===== config.mk =====
export PLATFORM = sky130hd
export DESIGN_NAME = ospf_neighbor_fsm_core
export DESIGN_NICKNAME = d
export VERILOG_FILES = /design/src/hw/rtl/ofsm_pkg.sv /design/src/hw/rtl/ofsm_cfg.sv /design/src/hw/rtl/ofsm_step.sv /design/src/hw/rtl/ospf_neighbor_fsm_core.sv
export SDC_FILE = /design/constraint.sdc
export NUM_CORES = 1
export LEC_CHECK = 0
export BUFFER_PORTS_ARGS = -buffer_cell sky130_fd_sc_hd__buf_2
export CAP_MARGIN = 20
export CORE_MARGIN = 4
export CORE_UTILIZATION = 45
export DETAILED_ROUTE_END_ITERATION = 16
export PLACE_DENSITY = 0.66
export SYNTH_ARGS = -nofsm -noshare
export SYNTH_HDL_FRONTEND = slang
export SYNTH_SLANG_ARGS = --single-unit
export TNS_END_PERCENT = 1

===== constraint.sdc =====
create_clock -name clk_i -period 3.4 [get_ports clk_i]
set_input_delay 0.51 -clock clk_i [delete_from_list [all_inputs] [get_ports clk_i]]
set_output_delay 0.51 -clock clk_i [all_outputs]
set_load 0.05 [all_outputs]

===== src/hw/rtl/ofsm_pkg.sv =====
`timescale 1ns / 1ps
// ----------------------------------------------------------------------------
// ofsm_pkg
// types, codes and constants shared by the neighbor state machine modules
// ----------------------------------------------------------------------------
package ofsm_pkg;

  typedef enum logic [3:0] {
    ST_NONE     = 4'd0,
    ST_DOWN     = 4'd1,
    ST_ATTEMPT  = 4'd2,
    ST_INIT     = 4'd3,
    ST_TWOWAY   = 4'd4,
    ST_EXSTART  = 4'd5,
    ST_EXCHANGE = 4'd6,
    ST_LOADING  = 4'd7,
    ST_FULL     = 4'd8
  } nbr_state_e;

  typedef enum logic [3:0] {
    OP_TICK         = 4'd0,
    OP_HELLO        = 4'd1,
    OP_TWOWAY       = 4'd2,
    OP_NEG_DONE     = 4'd3,
    OP_EXCH_DONE    = 4'd4,
    OP_LOAD_DONE    = 4'd5,
    OP_ADJ_OK       = 4'd6,
    OP_SEQ_MISMATCH = 4'd7,
    OP_BAD_LSREQ    = 4'd8,
    OP_ONEWAY       = 4'd9
  } op_e;

  typedef enum logic [1:0] {
    ROLE_OTHER = 2'd0,
    ROLE_P2P   = 2'd1,
    ROLE_DR    = 2'd2,
    ROLE_BDR   = 2'd3
  } role_e;

  typedef enum logic {
    CFG_NEIGHBOR_ID = 1'b0,
    CFG_DEAD_TICKS  = 1'b1
  } cfg_idx_e;

  localparam int unsigned CfgDataW = 32;
  localparam int unsigned CountW   = 16;
  localparam logic [CountW-1:0] DeadTicksReset = CountW'(40);

  localparam int unsigned FlagMaster = 0;
  localparam int unsigned FlagMore   = 1;
  localparam int unsigned FlagInit   = 2;
  localparam logic [2:0]  FlagsAll   = 3'b111;

  typedef struct packed {
    logic [3:0]  operation;
    logic [1:0]  interface_role;
    logic [31:0] designated_router;
    logic [31:0] backup_router;
    logic        requests_empty;
  } in_t;

  typedef struct packed {
    logic [3:0] neighbor_state;
    logic       state_changed;
    logic       schedule_router_lsa;
    logic       schedule_prefix_lsa;
    logic       nbr_change_evt;
    logic       send_dbdesc;
    logic       flush_lists;
    logic       load_summary;
    logic       flag_master;
    logic       flag_more;
    logic       flag_init;
    logic       neighbor_down;
  } out_t;

  typedef struct packed {
    logic [31:0]       neighbor_id;
    logic [CountW-1:0] dead_ticks;
  } cfg_t;

  typedef struct packed {
    nbr_state_e        state;
    logic [2:0]        flags;
    logic [CountW-1:0] idle_count;
    logic              timer_running;
  } nbr_ctx_t;

endpackage


===== src/hw/rtl/ofsm_cfg.sv =====
`timescale 1ns / 1ps
// ----------------------------------------------------------------------------
// ofsm_cfg
// configuration registers: neighbor router id and dead interval
// ----------------------------------------------------------------------------
module ofsm_cfg (
  input  logic                             clk_i,
  input  logic                             rst_ni,
  input  logic                             cfg_we_i,
  input  logic                             cfg_idx_i,
  input  logic [ofsm_pkg::CfgDataW-1:0]    cfg_wdata_i,
  output ofsm_pkg::cfg_t                   cfg_o
);

  ofsm_pkg::cfg_t cfg_q;

  always_ff @(posedge clk_i or negedge rst_ni) begin
    if (!rst_ni) begin
      cfg_q.neighbor_id <= '0;
      cfg_q.dead_ticks  <= ofsm_pkg::DeadTicksReset;
    end else if (cfg_we_i) begin
      case (ofsm_pkg::cfg_idx_e'(cfg_idx_i))
        ofsm_pkg::CFG_NEIGHBOR_ID: cfg_q.neighbor_id <= cfg_wdata_i[31:0];
        ofsm_pkg::CFG_DEAD_TICKS:  cfg_q.dead_ticks  <= cfg_wdata_i[ofsm_pkg::CountW-1:0];
        default: ;
      endcase
    end
  end

  assign cfg_o = cfg_q;

endmodule


===== src/hw/rtl/ofsm_step.sv =====
`timescale 1ns / 1ps
// ----------------------------------------------------------------------------
// ofsm_step
// next-state and result logic for one event or tick
// ----------------------------------------------------------------------------
module ofsm_step (
  input  ofsm_pkg::in_t     in_i,
  input  ofsm_pkg::cfg_t    cfg_i,
  input  ofsm_pkg::nbr_ctx_t ctx_i,
  output ofsm_pkg::nbr_ctx_t ctx_o,
  output ofsm_pkg::out_t    res_o
);

  logic adj_needed;
  logic nbr_change, send_dd, flush, load, down;
  logic changed, router_lsa;

  assign adj_needed = (ofsm_pkg::role_e'(in_i.interface_role) != ofsm_pkg::ROLE_OTHER)
                   || (in_i.designated_router == cfg_i.neighbor_id)
                   || (in_i.backup_router == cfg_i.neighbor_id);

  always_comb begin
    ctx_o      = ctx_i;
    nbr_change = 1'b0;
    send_dd    = 1'b0;
    flush      = 1'b0;
    load       = 1'b0;
    down       = 1'b0;
    case (ofsm_pkg::op_e'(in_i.operation))
      ofsm_pkg::OP_TICK: begin
        if (ctx_i.timer_running) begin
          if (ctx_i.idle_count <= ofsm_pkg::CountW'(1)) begin
            ctx_o.idle_count    = '0;
            ctx_o.timer_running = 1'b0;
            ctx_o.state         = ofsm_pkg::ST_DOWN;
            ctx_o.flags         = '0;
            nbr_change          = 1'b1;
            down                = 1'b1;
          end else begin
            ctx_o.idle_count = ctx_i.idle_count - ofsm_pkg::CountW'(1);
          end
        end
      end
      ofsm_pkg::OP_HELLO: begin
        ctx_o.idle_count    = cfg_i.dead_ticks;
        ctx_o.timer_running = 1'b1;
        if (ctx_i.state inside {ofsm_pkg::ST_NONE, ofsm_pkg::ST_DOWN}) begin
          ctx_o.state = ofsm_pkg::ST_INIT;
        end
      end
      ofsm_pkg::OP_TWOWAY: begin
        if (ctx_i.state <= ofsm_pkg::ST_INIT) begin
          nbr_change = 1'b1;
          if (!adj_needed) begin
            ctx_o.state = ofsm_pkg::ST_TWOWAY;
          end else begin
            ctx_o.state = ofsm_pkg::ST_EXSTART;
            ctx_o.flags = ofsm_pkg::FlagsAll;
            send_dd     = 1'b1;
          end
        end
      end
      ofsm_pkg::OP_NEG_DONE: begin
        if (ctx_i.state == ofsm_pkg::ST_EXSTART) begin
          flush                           = 1'b1;
          load                            = 1'b1;
          ctx_o.flags[ofsm_pkg::FlagInit] = 1'b0;
          ctx_o.state                     = ofsm_pkg::ST_EXCHANGE;
        end
      end
      ofsm_pkg::OP_EXCH_DONE: begin
        if (ctx_i.state == ofsm_pkg::ST_EXCHANGE) begin
          ctx_o.state = in_i.requests_empty ? ofsm_pkg::ST_FULL : ofsm_pkg::ST_LOADING;
        end
      end
      ofsm_pkg::OP_LOAD_DONE: begin
        if (ctx_i.state == ofsm_pkg::ST_LOADING) begin
          ctx_o.state = ofsm_pkg::ST_FULL;
        end
      end
      ofsm_pkg::OP_ADJ_OK: begin
        if ((ctx_i.state == ofsm_pkg::ST_TWOWAY) && adj_needed) begin
          ctx_o.state = ofsm_pkg::ST_EXSTART;
          ctx_o.flags = ofsm_pkg::FlagsAll;
          send_dd     = 1'b1;
        end
      end
      ofsm_pkg::OP_SEQ_MISMATCH, ofsm_pkg::OP_BAD_LSREQ: begin
        if (ctx_i.state >= ofsm_pkg::ST_EXCHANGE) begin
          ctx_o.state = ofsm_pkg::ST_EXSTART;
          ctx_o.flags = ofsm_pkg::FlagsAll;
          flush       = 1'b1;
          send_dd     = 1'b1;
        end
      end
      ofsm_pkg::OP_ONEWAY: begin
        if (ctx_i.state >= ofsm_pkg::ST_TWOWAY) begin
          ctx_o.state = ofsm_pkg::ST_INIT;
          nbr_change  = 1'b1;
        end
      end
      default: ;
    endcase
  end

  assign changed    = (ctx_o.state != ctx_i.state);
  assign router_lsa = changed && ((ctx_i.state == ofsm_pkg::ST_FULL)
                               || (ctx_o.state == ofsm_pkg::ST_FULL));

  always_comb begin
    res_o.neighbor_state      = ctx_o.state;
    res_o.state_changed       = changed;
    res_o.schedule_router_lsa = router_lsa;
    res_o.schedule_prefix_lsa = router_lsa
        && (ofsm_pkg::role_e'(in_i.interface_role) == ofsm_pkg::ROLE_DR);
    res_o.nbr_change_evt      = nbr_change;
    res_o.send_dbdesc         = send_dd;
    res_o.flush_lists         = flush;
    res_o.load_summary        = load;
    res_o.flag_master         = ctx_o.flags[ofsm_pkg::FlagMaster];
    res_o.flag_more           = ctx_o.flags[ofsm_pkg::FlagMore];
    res_o.flag_init           = ctx_o.flags[ofsm_pkg::FlagInit];
    res_o.neighbor_down       = down;
  end

endmodule


===== src/hw/rtl/ospf_neighbor_fsm_core.sv =====
`timescale 1ns / 1ps
// ----------------------------------------------------------------------------
// ospf_neighbor_fsm_core
// neighbor state machine for one neighbor, one result per event or tick
// ----------------------------------------------------------------------------
// usage
//   input channel in_valid_i / in_stall_o carries one event or tick per
//   transaction in in_data_i; the output channel out_valid_o / out_stall_i
//   returns exactly one result per input, in order, in out_data_o
//   an input lands in the input register at acceptance; once the result
//   register is free, the state update runs and loads the result register
//   throughput is one transaction per cycle while out_stall_i is low, set
//   by the single state update between input register and result register
//   when the receiver stalls, the result holds; one more input can wait in
//   the input register, after which in_stall_o is raised
//   configuration writes (cfg_we_i, cfg_idx_i, cfg_wdata_i) take effect at the
//   next edge; the user must make them only while the block is idle, and
//   the block itself does not enforce this
//   reset leaves the neighbor in Down with flags cleared, the inactivity
//   timer stopped, neighbor id 0 and a dead interval of 40 ticks
// ----------------------------------------------------------------------------
module ospf_neighbor_fsm_core (
  input  logic                          clk_i,
  input  logic                          rst_ni,
  input  logic                          in_valid_i,
  output logic                          in_stall_o,
  input  ofsm_pkg::in_t                 in_data_i,
  output logic                          out_valid_o,
  input  logic                          out_stall_i,
  output ofsm_pkg::out_t                out_data_o,
  input  logic                          cfg_we_i,
  input  logic                          cfg_idx_i,
  input  logic [ofsm_pkg::CfgDataW-1:0] cfg_wdata_i
);

  ofsm_pkg::cfg_t     cfg;
  ofsm_pkg::in_t      in_q;
  logic               in_valid_q;
  ofsm_pkg::nbr_ctx_t ctx_q, ctx_d;
  ofsm_pkg::out_t     res_d, out_q;
  logic               out_valid_q;
  logic               out_free, advance, in_accept;

  ofsm_cfg u_cfg (
    .clk_i       (clk_i),
    .rst_ni      (rst_ni),
    .cfg_we_i    (cfg_we_i),
    .cfg_idx_i   (cfg_idx_i),
    .cfg_wdata_i (cfg_wdata_i),
    .cfg_o       (cfg)
  );

  ofsm_step u_step (
    .in_i  (in_q),
    .cfg_i (cfg),
    .ctx_i (ctx_q),
    .ctx_o (ctx_d),
    .res_o (res_d)
  );

  assign out_free   = !out_valid_q || !out_stall_i;
  assign advance    = in_valid_q && out_free;
  assign in_stall_o = in_valid_q && !out_free;
  assign in_accept  = in_valid_i && !in_stall_o;

  always_ff @(posedge clk_i or negedge rst_ni) begin
    if (!rst_ni) begin
      in_valid_q <= 1'b0;
    end else if (in_accept) begin
      in_valid_q <= 1'b1;
    end else if (advance) begin
      in_valid_q <= 1'b0;
    end
  end

  always_ff @(posedge clk_i) begin
    if (in_accept) begin
      in_q <= in_data_i;
    end
  end

  always_ff @(posedge clk_i or negedge rst_ni) begin
    if (!rst_ni) begin
      ctx_q.state         <= ofsm_pkg::ST_DOWN;
      ctx_q.flags         <= '0;
      ctx_q.idle_count    <= '0;
      ctx_q.timer_running <= 1'b0;
    end else if (advance) begin
      ctx_q <= ctx_d;
    end
  end

  always_ff @(posedge clk_i or negedge rst_ni) begin
    if (!rst_ni) begin
      out_valid_q <= 1'b0;
    end else if (advance) begin
      out_valid_q <= 1'b1;
    end else if (!out_stall_i) begin
      out_valid_q <= 1'b0;
    end
  end

  always_ff @(posedge clk_i) begin
    if (advance) begin
      out_q <= res_d;
    end
  end

  assign out_valid_o = out_valid_q;
  assign out_data_o  = out_q;

endmodule

==> flow_metrics.env <==
export IMPL_initial_core_util_pct=45.75
export IMPL_synth_top_family_by_area="simple AND/OR/NAND/NOR gates"
export IMPL_cts_tree="yes"
export IMPL_leakage_nw=3.515
export IMPL_drive_above_1_share_pct=32.33
export IMPL_peakVddDrop_mv=0.3738
export IMPL_grt_usage_pct=19.42
export IMPL_die_y_um=134.9
export IMPL_status="finished, final reports clean"
export IMPL_routed_via_density=5.421
export IMPL_coreArea_um2=15830
export IMPL_via_count=4960
export IMPL_synth_cells=561
export IMPL_finalCritPeriodShare_pct=77.90
export IMPL_pwr_share_clk_pct=32.0
export IMPL_drc_errors=0
export IMPL_p_int_w=0.004118
export IMPL_synthArstFlopShare_pct=46.25
export IMPL_r2r_setup_slack_ns=0.75
export IMPL_yosys_warnings=0
export IMPL_clock_sinks=160
export IMPL_hold_path_class="in2async"
export IMPL_hpwlAfterDp_mm=12.15
export IMPL_p_sw_w=0.002022
export IMPL_rr_worst_depth=6
export IMPL_tns_ns=0
export IMPL_setup_ws_ns=0.7514
export IMPL_drt_wl_total_mm=16.84
export IMPL_finalNetCount=797
export IMPL_grt_pass1_wl_mm=27.10
export IMPL_cts_hold_buf=0
export IMPL_die_x_um=134.9
export IMPL_synth_ff_type="edfxtp_1"
export IMPL_synth_seq_cells=160
export IMPL_p_seq_share_pct=43.0
export IMPL_synth_nets=672
export IMPL_r2r_start="in_q[70]"
export IMPL_synth_simple_gate_area_share_pct=11.01
export IMPL_p_per_area_nw_per_um2=704.3
export IMPL_drt_initial_drc_count=422
export IMPL_ys_types=61
export IMPL_area_growth_pct=20.41
export IMPL_drt_pass1_iter_count=5
export IMPL_slew_violations=0
export IMPL_pin_count=126
export IMPL_synth_xor_area_share_pct=7.862
export IMPL_skew_ns=0.009191
export IMPL_io_buffer_count=125
export IMPL_timing_fmax_ghz=0.3776
export IMPL_clockBufferDepth=2
export IMPL_critical_path_startpoint_type="flip-flop"
export IMPL_combinationalPowerShare_pct=25.0
export IMPL_grt_overflow_total=0
export IMPL_n_antenna_cell=0
export IMPL_place_congestion=0.8634
export IMPL_clk_latency_ns=0.42
export IMPL_antenna_found_initial=0
export IMPL_drt_wirelength_per_cell_um=18.40
export IMPL_synth_compound_area_share_pct=9.936
export IMPL_whs_ns=0.01172
export IMPL_postCtsResizedCells=0
export IMPL_ys_seq_area_share_pct=61.29
export IMPL_slew_headroom_pct=30.07
export IMPL_swShare_pct=32.94
export IMPL_grt_max_degree=75
export IMPL_cts_buffers=17
export IMPL_cp_arrival_ns=2.80
export IMPL_die_area_um2=18180
export IMPL_synth_area_um2=7241
export IMPL_rr_endpoint="out_data_o[10]"
export IMPL_finalPower_w=0.006140
export IMPL_setup_viol=0
export IMPL_row_count=46
export IMPL_max_cap_viol_count=0
export IMPL_muxShareOfSynthArea_pct=7.465
export IMPL_post_cts_buffers=0
export IMPL_cp_max_fo=24
export IMPL_syn_area_per_cell_um2=12.91
export IMPL_crit_required_ns=3.55
export IMPL_crit_path_end_kind="flip-flop"
export IMPL_fin_crit_ns=2.649
export IMPL_hold_violations=0
export IMPL_synthAdderAreaFrac_pct=0.4838
export IMPL_mostFrequentLayoutCells="buf_2 (124), edfxtp_1 (86), dfrtp_1 (71)"
export IMPL_crit_type="reg2reg"
export IMPL_ant_nets=0
export IMPL_place_ws_ns=0.7958
export IMPL_cts_root_buf="clkbuf_16"
export IMPL_path_clk_slew_ns=0.07
export IMPL_layout_commonest_cell="buf_2"
export IMPL_cts_htree_levels=4
export IMPL_tightestPinTransition_ns=1.039
export IMPL_grt_pass1_vias=5038
export IMPL_rsz0062_at_grt="no"
export IMPL_synth_enable_flop_cells=86
layer usage:
metal	track usage, %	share of wire (%)	wire, um	vias to the layer above
met5	0	0	0	-
met2	31.10	49	8264	168
met1	26.48	44	7355	2418
li1	-	-	-	2349
met4	5.656	1.6	267	0
met3	4.769	5.7	952	25
per-stage QoR:
stage               utilization (%)  instance area [um^2]  cells
finish                        55.08                  8718    915
global route                  55.08                  8718    915
CTS                           54.91                  8691    914
detailed placement            51.06                  8082    882
global placement              51.06                  8082    882
floorplan                         -                  7241    561
layout make-up:
| class | count | area, um^2 |
|---|---|---|
| Inverter | 10 | 37.54 |
| Multi-Input combinational cell | 366 | 2670 |
| Fill cell | 1336 | 7109 |
| Timing Repair Buffer | 131 | 693.2 |
| Sequential cell | 160 | 4438 |
| Clock inverter | 14 | 180.2 |
| Tap cell | 216 | 270.3 |
| Clock buffer | 18 | 429.2 |
logic make-up after synthesis:
kind of cell / after synthesis
AO/OA/AOI/OAI: 110
flip-flops: 160
XOR/XNOR: 65
multiplexers: 48
buffers and inverters: 35
AND/OR/NAND/NOR: 140
adder cells (fa/ha/maj): 3
critical path, cell delays in order (launching register included):
cell and delay, ns:
edfxtp_1 0.84, or4b_1 0.51, and2_1 0.27, nor2b_1 0.19, a32o_1 0.21, a221oi_1 0.24
o21ai_1 0.11
state kept, by name (all words and copies together) (netlist names):
signal / flops
ctx_q: 24
in_q: 71
in_valid_q: 1
out_data_o: 15
out_valid_o: 1
u_cfg.cfg_o: 48
worst max-delay path by stage:
| stage | start | endpoint | slack (ns) | cells past startpoint |
|---|---|---|---|---|
| after detailed placement | in_q[70] | out_data_o[10] | 0.80 | 6 |
| final | in_q[70] | out_data_o[10] | 0.75 | 6 |
| after global placement | in_q[70] | out_data_o[10] | 0.82 | 6 |
| after global routing | ctx_q[7] | out_data_o[10] | 0.59 | 6 |
| after floorplan | out_valid_o | in_q[0] | 0.53 | 2 |
| after CTS | in_q[70] | out_data_o[10] | 0.77 | 6 |
cell usage after synthesis (all sizes together), types with 6 or more instances:
master / instances / area (um^2)
nand3: 8 / 45.04
nor3: 12 / 60.06
buf: 12 / 55.05
o21ai: 35 / 175.2
nor4: 26 / 192.7
o2bb2ai: 6 / 52.55
nand2: 25 / 93.84
nand4: 7 / 43.79
a21oi: 23 / 115.1
o211ai: 8 / 70.06
xor2: 65 / 569.3
clkbuf: 13 / 48.80
edfxtp: 86 / 2582
dfrtp: 71 / 1777
inv: 10 / 37.54
a22oi: 6 / 45.04
mux2: 48 / 540.5
nor2: 28 / 107.6
power by group through the flow:
stage	combinational, W	clock [W]	sequential [W]
detailed placement	0.00152	0	0.00267
global route	0.00170	0.00210	0.00268
CTS	0.00153	0.00200	0.00264
global placement	0.00148	0	0.00266
finish	0.00154	0.00196	0.00264
floorplan	0.00115	0	0.00264
Note: power is estimated with default switching activity, not from simulation.
